<file path="src/design/salu_pkg.sv">
// Shared types and opcode codes for the shifter ALU.
`default_nettype none
package salu_pkg;

    localparam int unsigned DataW = 32;
    localparam int unsigned AmtW  = 5;
    localparam int unsigned OpW   = 5;

    typedef enum logic [OpW-1:0] {
        OP_LSL = 5'd0,
        OP_LSR = 5'd1,
        OP_ASR = 5'd2,
        OP_ROR = 5'd3,
        OP_ADD = 5'd4,
        OP_SUB = 5'd5,
        OP_ADC = 5'd6,
        OP_SBC = 5'd7,
        OP_MUL = 5'd8,
        OP_AND = 5'd9,
        OP_ORR = 5'd10,
        OP_EOR = 5'd11,
        OP_BIC = 5'd12,
        OP_NEG = 5'd13,
        OP_MOV = 5'd14,
        OP_MVN = 5'd15,
        OP_CMP = 5'd16,
        OP_CMN = 5'd17,
        OP_TST = 5'd18
    } t_op;

    typedef struct packed {
        logic n;
        logic z;
        logic c;
        logic v;
    } t_flags;

    typedef struct packed {
        logic [DataW-1:0] value;
        logic             carry;
    } t_shift_res;

    typedef struct packed {
        logic [DataW-1:0] result;
        logic             writes;
        t_flags           flags;
    } t_exec_res;

endpackage
`default_nettype wire

</file>
<file path="src/design/salu_shift.sv">
// Barrel shifter with shifter carry out and the amount-zero special cases.
`default_nettype none
module salu_shift (
    input  var salu_pkg::t_op                  i_op,
    input  wire logic [salu_pkg::DataW-1:0]    i_value,
    input  wire logic [salu_pkg::AmtW-1:0]     i_amount,
    input  wire logic                          i_carry,
    output var salu_pkg::t_shift_res           o_res
);

    logic [salu_pkg::DataW:0]     w_lsl;
    logic [salu_pkg::DataW:0]     w_lsr;
    logic [salu_pkg::DataW:0]     w_asr;
    logic [2*salu_pkg::DataW-1:0] w_ror;
    logic                         w_msb;

    assign w_msb = i_value[salu_pkg::DataW-1];
    // extra bit on the outgoing side catches the last bit shifted out
    assign w_lsl = {1'b0, i_value} << i_amount;
    assign w_lsr = {i_value, 1'b0} >> i_amount;
    assign w_asr = $unsigned($signed({i_value, 1'b0}) >>> i_amount);
    assign w_ror = {i_value, i_value} >> i_amount;

    always_comb begin
        o_res = '0;
        if (i_amount == '0) begin
            case (i_op)
                salu_pkg::OP_LSL: begin
                    o_res.value = i_value;
                    o_res.carry = i_carry;
                end
                salu_pkg::OP_LSR: begin
                    o_res.value = '0;
                    o_res.carry = w_msb;
                end
                salu_pkg::OP_ASR: begin
                    o_res.value = {salu_pkg::DataW{w_msb}};
                    o_res.carry = w_msb;
                end
                default: begin
                    // RRX
                    o_res.value = {i_carry, i_value[salu_pkg::DataW-1:1]};
                    o_res.carry = i_value[0];
                end
            endcase
        end else begin
            case (i_op)
                salu_pkg::OP_LSL: begin
                    o_res.value = w_lsl[salu_pkg::DataW-1:0];
                    o_res.carry = w_lsl[salu_pkg::DataW];
                end
                salu_pkg::OP_LSR: begin
                    o_res.value = w_lsr[salu_pkg::DataW:1];
                    o_res.carry = w_lsr[0];
                end
                salu_pkg::OP_ASR: begin
                    o_res.value = w_asr[salu_pkg::DataW:1];
                    o_res.carry = w_asr[0];
                end
                default: begin
                    o_res.value = w_ror[salu_pkg::DataW-1:0];
                    o_res.carry = w_ror[salu_pkg::DataW-1];
                end
            endcase
        end
    end

endmodule
`default_nettype wire

</file>
<file path="src/design/salu_exec.sv">
// Execute logic: adder, multiplier, logic unit, shifter and flag selection.
`default_nettype none
module salu_exec (
    input  var salu_pkg::t_op                  i_op,
    input  wire logic [salu_pkg::DataW-1:0]    i_a,
    input  wire logic [salu_pkg::DataW-1:0]    i_b,
    input  wire logic [salu_pkg::AmtW-1:0]     i_amount,
    input  wire logic                          i_set_flags,
    input  var salu_pkg::t_flags               i_flags,
    output var salu_pkg::t_exec_res            o_res
);

    localparam int unsigned W = salu_pkg::DataW;

    salu_pkg::t_shift_res w_shift;
    logic [W-1:0]         w_add_a;
    logic [W-1:0]         w_add_b;
    logic                 w_cin;
    logic [W:0]           w_sum;
    logic                 w_ovf;
    logic [W-1:0]         w_prod;
    logic [W-1:0]         w_logic;
    salu_pkg::t_flags     w_nf;
    logic                 w_upd;

    salu_shift u_shift (
        .i_op     (i_op),
        .i_value  (i_a),
        .i_amount (i_amount),
        .i_carry  (i_flags.c),
        .o_res    (w_shift)
    );

    // adder operand setup
    always_comb begin
        w_add_a = i_a;
        w_add_b = i_b;
        w_cin   = 1'b0;
        case (i_op)
            salu_pkg::OP_SUB, salu_pkg::OP_CMP: begin
                w_add_b = ~i_b;
                w_cin   = 1'b1;
            end
            salu_pkg::OP_ADC: begin
                w_cin = i_flags.c;
            end
            salu_pkg::OP_SBC: begin
                w_add_b = ~i_b;
                w_cin   = i_flags.c;
            end
            salu_pkg::OP_NEG: begin
                w_add_a = '0;
                w_add_b = ~i_b;
                w_cin   = 1'b1;
            end
            default: begin
                w_cin = 1'b0;
            end
        endcase
    end

    assign w_sum  = {1'b0, w_add_a} + {1'b0, w_add_b} + {{W{1'b0}}, w_cin};
    assign w_ovf  = ~(w_add_a[W-1] ^ w_add_b[W-1]) & (w_add_a[W-1] ^ w_sum[W-1]);
    assign w_prod = i_a * i_b;

    always_comb begin
        case (i_op)
            salu_pkg::OP_MUL: w_logic = w_prod;
            salu_pkg::OP_ORR: w_logic = i_a | i_b;
            salu_pkg::OP_EOR: w_logic = i_a ^ i_b;
            salu_pkg::OP_BIC: w_logic = i_a & ~i_b;
            salu_pkg::OP_MOV: w_logic = i_b;
            salu_pkg::OP_MVN: w_logic = ~i_b;
            default:          w_logic = i_a & i_b;
        endcase
    end

    always_comb begin
        o_res.result = '0;
        o_res.writes = 1'b0;
        w_nf         = i_flags;
        w_upd        = 1'b0;
        case (i_op)
            salu_pkg::OP_LSL, salu_pkg::OP_LSR, salu_pkg::OP_ASR, salu_pkg::OP_ROR: begin
                o_res.result = w_shift.value;
                o_res.writes = 1'b1;
                w_nf = '{n: w_shift.value[W-1], z: (w_shift.value == '0),
                         c: w_shift.carry, v: i_flags.v};
                w_upd = i_set_flags;
            end
            salu_pkg::OP_ADD, salu_pkg::OP_SUB, salu_pkg::OP_ADC,
            salu_pkg::OP_SBC, salu_pkg::OP_NEG: begin
                o_res.result = w_sum[W-1:0];
                o_res.writes = 1'b1;
                w_nf = '{n: w_sum[W-1], z: (w_sum[W-1:0] == '0), c: w_sum[W], v: w_ovf};
                w_upd = i_set_flags;
            end
            salu_pkg::OP_CMP, salu_pkg::OP_CMN: begin
                w_nf = '{n: w_sum[W-1], z: (w_sum[W-1:0] == '0), c: w_sum[W], v: w_ovf};
                w_upd = 1'b1;
            end
            salu_pkg::OP_MUL, salu_pkg::OP_AND, salu_pkg::OP_ORR, salu_pkg::OP_EOR,
            salu_pkg::OP_BIC, salu_pkg::OP_MOV, salu_pkg::OP_MVN: begin
                o_res.result = w_logic;
                o_res.writes = 1'b1;
                w_nf = '{n: w_logic[W-1], z: (w_logic == '0), c: i_flags.c, v: i_flags.v};
                w_upd = i_set_flags;
            end
            salu_pkg::OP_TST: begin
                w_nf = '{n: w_logic[W-1], z: (w_logic == '0), c: i_flags.c, v: i_flags.v};
                w_upd = 1'b1;
            end
            default: begin
                // unassigned opcodes: no result, flags untouched
                w_upd = 1'b0;
            end
        endcase
        o_res.flags = w_upd ? w_nf : i_flags;
    end

endmodule
`default_nettype wire

</file>
<file path="src/design/shifter_alu_with_flags.sv">
// Top level: input register, execute logic, NZCV register and output register.
//
//  channel | direction | handshake          | payload
//  --------+-----------+--------------------+-------------------------------------------
//  input   | in        | i_valid / o_ready  | opcode, operand_a, operand_b, shift_amount,
//          |           |                    | set_flags
//  output  | out       | o_valid / i_ready  | result, writes_result, flag_n/z/c/v
//
// One word per cycle sustained while i_ready is high; o_valid rises as the output
// register takes the word from the input register. The path from the input register
// through the adder or the 32x32 multiplier into the output register sets the cycle time.
// Reset clears both valid bits and the flags to zero.
// A stalled output word holds; the input register still takes one more word.
`default_nettype none
module shifter_alu_with_flags (
    input  wire logic                          i_clk,
    input  wire logic                          i_rst_n,
    input  wire logic                          i_valid,
    output logic                               o_ready,
    input  wire logic [salu_pkg::OpW-1:0]      i_opcode,
    input  wire logic [salu_pkg::DataW-1:0]    i_operand_a,
    input  wire logic [salu_pkg::DataW-1:0]    i_operand_b,
    input  wire logic [salu_pkg::AmtW-1:0]     i_shift_amount,
    input  wire logic                          i_set_flags,
    output logic                               o_valid,
    input  wire logic                          i_ready,
    output logic [salu_pkg::DataW-1:0]         o_result,
    output logic                               o_writes_result,
    output logic                               o_flag_n,
    output logic                               o_flag_z,
    output logic                               o_flag_c,
    output logic                               o_flag_v
);

    logic                          r_s1_valid;
    salu_pkg::t_op                 r_op;
    logic [salu_pkg::DataW-1:0]    r_a;
    logic [salu_pkg::DataW-1:0]    r_b;
    logic [salu_pkg::AmtW-1:0]     r_amount;
    logic                          r_set_flags;
    salu_pkg::t_flags              r_flags;
    logic                          r_out_valid;
    salu_pkg::t_exec_res           r_out;
    salu_pkg::t_exec_res           n_out;
    logic                          w_in_fire;
    logic                          w_s1_fire;

    assign w_s1_fire = r_s1_valid & (~r_out_valid | i_ready);
    assign o_ready   = ~r_s1_valid | w_s1_fire;
    assign w_in_fire = i_valid & o_ready;

    salu_exec u_exec (
        .i_op        (r_op),
        .i_a         (r_a),
        .i_b         (r_b),
        .i_amount    (r_amount),
        .i_set_flags (r_set_flags),
        .i_flags     (r_flags),
        .o_res       (n_out)
    );

    always_ff @(posedge i_clk) begin
        if (!i_rst_n) begin
            r_s1_valid  <= 1'b0;
            r_out_valid <= 1'b0;
            r_flags     <= '0;
        end else begin
            if (w_in_fire) begin
                r_s1_valid <= 1'b1;
            end else if (w_s1_fire) begin
                r_s1_valid <= 1'b0;
            end
            if (w_s1_fire) begin
                r_out_valid <= 1'b1;
                r_flags     <= n_out.flags;
            end else if (i_ready) begin
                r_out_valid <= 1'b0;
            end
        end
    end

    always_ff @(posedge i_clk) begin
        if (w_in_fire) begin
            r_op        <= salu_pkg::t_op'(i_opcode);
            r_a         <= i_operand_a;
            r_b         <= i_operand_b;
            r_amount    <= i_shift_amount;
            r_set_flags <= i_set_flags;
        end
        if (w_s1_fire) begin
            r_out <= n_out;
        end
    end

    assign o_valid         = r_out_valid;
    assign o_result        = r_out.result;
    assign o_writes_result = r_out.writes;
    assign o_flag_n        = r_out.flags.n;
    assign o_flag_z        = r_out.flags.z;
    assign o_flag_c        = r_out.flags.c;
    assign o_flag_v        = r_out.flags.v;

`ifndef NO_ASSERTIONS
    a_out_flags_match: assert property (@(posedge i_clk) disable iff (!i_rst_n)
        r_out_valid |-> r_out.flags == r_flags)
        else $error("output word flags differ from flag register");

    a_flags_hold: assert property (@(posedge i_clk) disable iff (!i_rst_n)
        !w_s1_fire |=> $stable(r_flags))
        else $error("flags changed with no word executed");

    a_compare_no_write: assert property (@(posedge i_clk) disable iff (!i_rst_n)
        w_s1_fire && (r_op == salu_pkg::OP_CMP || r_op == salu_pkg::OP_CMN ||
                      r_op == salu_pkg::OP_TST) |=> !o_writes_result)
        else $error("compare produced a register write");

    a_empty_takes_word: assert property (@(posedge i_clk) disable iff (!i_rst_n)
        !r_s1_valid |-> o_ready)
        else $error("empty input register refused a word");

    a_out_stall_holds: assert property (@(posedge i_clk) disable iff (!i_rst_n)
        r_out_valid && !i_ready |=> r_out_valid && $stable(r_out))
        else $error("stalled output word lost or changed");
`endif

endmodule
`default_nettype wire
</file>
<file path="config.mk">
export PLATFORM = sky130hd
export DESIGN_NAME = shifter_alu_with_flags
export DESIGN_NICKNAME = d
export VERILOG_FILES = /design/src/design/salu_pkg.sv /design/src/design/salu_shift.sv /design/src/design/salu_exec.sv /design/src/design/shifter_alu_with_flags.sv
export SDC_FILE = /design/constraint.sdc
export NUM_CORES = 2
export LEC_CHECK = 0
export ABC_AREA = 1
export BUFFER_PORTS_ARGS = -buffer_cell sky130_fd_sc_hd__buf_4
export CORE_UTILIZATION = 50
export CTS_CLUSTER_DIAMETER = 80
export CTS_CLUSTER_SIZE = 40
export DETAILED_ROUTE_END_ITERATION = 7
export PLACE_DENSITY = 0.77
export SYNTH_ARGS = -nofsm -noshare
export SYNTH_HDL_FRONTEND = slang
export SYNTH_SLANG_ARGS = --single-unit
</file>
<file path="constraint.sdc">
create_clock -name i_clk -period 9.1 [get_ports i_clk]
set_input_delay 0.455 -clock i_clk [delete_from_list [all_inputs] [get_ports i_clk]]
set_output_delay 0.455 -clock i_clk [all_outputs]
set_load 0.005 [all_outputs]
</file>
* After elaboration in Yosys (flattened, before gate mapping)
Index checks and enable logic that the tools add are counted.
W data, S select, Z words.
** Storage, ports and cells
- Flip-flop bits (word level) :: 118
- Latch bits :: 0
- Memory bits (writable) :: 0
- Bits in read-only memories :: 0
- Input port bits :: 79
- Output and inout bits :: 39
- Word-level logic and storage cells :: 89
- Memories :: 0
** Operators by class
- Add/sub/neg operators :: 2
- Multiply operators :: 1
- Divide/modulo/power cells :: 0
- Magnitude comparators :: 0
- Eq/ne operators :: 18
- Shifts and indexed selects :: 4
- Muxes and demuxes :: 15
- Bitwise gates (word level) :: 15
- Reduce and logical (&&, ||, !) cells :: 17
** Operators with widths (count)
- $pmux W33 S3 :: 3
- $pmux W32 S6 :: 1
- $logic_not A32 Y1 :: 3
- $and A32 B32 Y32 :: 2
- $mux W32 :: 2
- $shr A64 B5 Y32 :: 1
- $eq A5 B4 Y1 const B :: 8
- $add A32 B32 Y33 :: 1
- $add A33 B1 Y33 :: 1
- $mux W33 :: 1
- $shl A32 B5 Y33 :: 1
- $shr A33 B5 Y33 :: 1
- $sshr A33 B5 Y33 :: 1
- $mul A32 B32 Y32 :: 1
- $not A32 Y32 :: 1
- $or A32 B32 Y32 :: 1
- $xor A32 B32 Y32 :: 1
- $eq A5 B3 Y1 const B :: 4
- $reduce_or A16 Y1 :: 1
- $eq A5 B5 Y1 const B :: 3
- $reduce_or A7 Y1 :: 2
- $pmux W4 S3 :: 1
- $eq A5 B2 Y1 const B :: 2
- $logic_not A5 Y1 :: 2
- other kinds (14) :: 27

* Logic depth before layout (Yosys ltp)
- Depth in word-level cells :: 9
- Mapped depth :: 38
- Gate-level depth less buffers :: 35

* By module
Synthesis repeated with hierarchy kept, for this count alone.
** Second synthesis, totals
- Cells, all modules :: 4553
- Area total of the unflattened synthesis :: 31626.6 µm²
** Modules (own cells, without submodules)
- salu_exec :: times used 1, cells each 3299, area each 22416.5 µm²
- salu_shift :: times used 1, cells each 1104, area each 5571.6 µm²
- shifter_alu_with_flags :: times used 1, cells each 150, area each 3638.5 µm²

* Least setup slack after synthesis
No wires, ideal clock.
- Kind :: register -> register
- Start :: reg r_b[3] (netlist name)
- End :: reg r_flags[2] (netlist name)
- Library setup time :: 76 ps
- Data arrival time :: 7046 ps
- Data required time :: 9024 ps
- Path slack :: 1977 ps
- Stages on the path, launching flop included :: 36
- Buffers on the path :: 2
- Cells stage by stage :: edfxtp_1 -> clkbuf_1 -> buf_1 -> nand2_1 -> inv_1 -> fa_1 -> inv_1 -> fa_1 -> fa_1 -> fa_1 -> inv_1 -> fa_1 -> inv_1 -> fa_1 -> inv_1 -> fa_1 -> fa_1 -> ha_1 -> nand2_1 -> nor2_1 -> inv_1 -> nor3_1 -> o21ai_0 -> nand3_1 -> nand2_1 -> nand2_1 -> o21ai_0 -> a21oi_1 -> nand4_1 -> nor2_1 -> nand4_1 -> nor2_1 -> nand4_1 -> nand2_1 -> nand2_2 -> a21oi_2
** On the way
- Longest elaborated chain between the ends :: 7
** RTL lines
- start: declaration :: RTL line shifter_alu_with_flags.sv:38 : logic [salu_pkg::DataW-1:0] r_b;
- start signal: assignment :: RTL line shifter_alu_with_flags.sv:86 : r_b <= i_operand_b;
- branches (longest 5 deep; another with $mul A32 B32 Y32)
- $pmux W4 S3 * :: RTL line salu_exec.sv:83 : case (i_op)
- $mux W4 * :: RTL line salu_exec.sv:118 : o_res.flags = w_upd ? w_nf : i_flags;
- end signal: assignment :: RTL line shifter_alu_with_flags.sv:75 : r_flags <= n_out.flags;
- end: declaration :: RTL line shifter_alu_with_flags.sv:41 : salu_pkg::t_flags r_flags;
Every way passes the cells marked *.
A chain may end at the register's enable or synchronous reset.

==> metrics <==
status=finished clean; Critical Path Fanout Max=17; CTS tree=built; Post-Synth XOR/XNOR Area=3.116%; measured slew at the worst slew-check pin=~1200 ps; flops & latches, synth=around 120; Critical Path Source Type=register; Via density=5.757; Setup Skew=21.17 ps; dpl ws=1014 ps; share of the synthesized area in the top cell type=a little over a quarter; Critical Path RT=around 9500 ps; post-synthesis simple-gate area fraction=a little under a quarter; Final setup viols=0; CTS root buffer=clkbuf_16; Final min period=8304 ps; Post-Synthesis Cells=4431; main combinational cell family by area after synthesis=adder cells; ys async rst share=0%; aggregate routed wire length=approximately 110000 um; prevailing post-synth register cell=edfxtp_1; Slew HR=between 10% and 20%; syn_nets=5122; clk buf depth=2; final design utilization=53.98%; HP Class=input port to register; max incr delay on CP=approximately 900 ps; mux contribution to synthesized area=0.3885%; P&R area growth vs syn=5.973%; Initial Utilization=approximately half; via count=29879; most used cell, CP=fa_1; share of layout cells above drive strength 1=slightly below 7%; starting DRC count in detailed routing=3656; vias in the first global route=29413; RSZ-0062 raised after global routing=no; Max Freq=0.1204 GHz; Nets=5086; Die H=250.7 um; clk sinks=approximately 120; postcts setup bufs=0; Global Route Usage Sum=~37%; worst hold-check slack=between 100 and 150 ps; Synth area leaders=fa_1 27%, nand2_1 15%, inv_1 11%, edfxtp_1 11%, ha_1 8.2%; CTS Buf Count=17; Core Rows=90; synthesized area=between 30000 and 40000 sq um; core region area=60700 sq um; clk slew on worst S/H paths=approximately 80 ps; Detail Route Antenna Nets=0; pins over their slew limit=0; Synth Area in Compound Gates=12.42%; DP HPWL=89720 um; commonest non-fill, non-tap cell in the layout=nand2_1; Slowest-stage cell, CP=edfxtp_1; Routed WL per cell=approximately 22 um; Post-synth EDFFs=112; pin count of the biggest net entering global routing=82; setup ws final=around 800 ps; die area=between 60000 and 70000 sq um; crit path DAT=around 8700 ps; adder-cell share of the synthesized area=a little over a third; hold_buf cts=0; sequential-to-total area share from yosys stat=11.27%; htree depth=4; Clock Latency Late Sink=500 ps; Max-Cap Viols=0; IO Count=~120; count of cell types in the netlist=65; Tcrit/Tclk final=91.25%; Final TNS setup=0 ps; DR pass1 iterations=6; Die X=about 250 um; Avg Cell Area, Syn=between 6 and 7 sq um; diode count=0; grt total ovfl=0; Resize count post-CTS=0; first-pass GRT wire length=175900 um; most frequent cells in the layout=1262 x nand2_1, 906 x inv_1, 410 x fa_1; area leader, netlist=fa_1; CP Capture Type=register; Synthesis Warnings=0; gpl congestion=between 1 and 1.5; # port buffers=117; initial antenna violation count=1; # DRC=0; critical path class=register to register; final hold vios=0
==> Yosys cell counts (55+ instances only) <==
library cell	count
edfxtp_1	112
nand2_1	1262
xor2_1	73
a21oi_1	145
clkbuf_1	101
fa_1	410
nand3_1	151
buf_2	56
nor2_1	221
o211ai_1	55
inv_1	907
buf_1	64
o21ai_0	232
o21ai_1	79
ha_1	202
==> logic make-up after synthesis <==
kind of cell	after synthesis
and+or+nand+nor	1746
buffers and inverters	1179
AOI/OAI and AO/OA	654
adders and majority gates	612
DFF	118
xor gates and xnor gates	110
muxes	12
==> path summary, 6_finish.rpt <==
kind | from | end | slack (ps) | cells after the start
worst max register to register | r_b[8] | o_flag_z | 800 | 32
worst min register to register | o_valid | o_valid | 510 | 2
worst min-delay path | i_shift_amount[3] | r_amount[3] | 140 | 1
worst max-delay path | r_b[8] | o_flag_z | 800 | 32
==> flip-flops by register name, indices dropped and copies added (netlist names), 4 cells and up <==
name / cells
o_result: 32
r_a: 32
r_amount: 5
r_b: 32
r_flags: 4
r_op: 5
==> per-stage QoR <==
step | instances | cell area (sq um)
4_1_cts | 5190 | 32770
3_5_place_dp | 5158 | 32210
5_1_grt | 5190 | 32770
2_1_floorplan | 4431 | 30920
3_3_place_gp | 5158 | 32210
6_report | 5190 | 32770
==> worst max-delay path, delay by kind of cell (launching register included) <==
kind	cells	cell delay, ps
flops	1	920
compound gates	3	540
fa+ha+maj	9	4250
buf+inv	6	680
simple gates	14	1760
==> layer usage <==
| layer | routed length, um | global-route usage (%) | vias to the layer above |
|---|---|---|---|
| met5 | 8 | 0.1544 | - |
| met1 | 43550 | 47.86 | 14088 |
| met2 | 49750 | 57.25 | 1806 |
| li1 | - | - | 13544 |
| met3 | 12310 | 7.461 | 439 |
| met4 | 8719 | 23.87 | 2 |
==> cell type report <==
class / count / area (sq um)
Fill cell: 5878 / 27930
Inverter: 931 / 3501
Timing Repair Buffer: 193 / 1449
Tap cell: 782 / 978.4
Clock buffer: 18 / 429.2
Sequential cell: 118 / 3483
Multi-Input combinational cell: 3134 / 22800
Clock inverter: 14 / 125.1
Power is left out: the tool's default activity adds up to more than one toggle a clock period on the data nets, which glitch-free logic cannot reach.
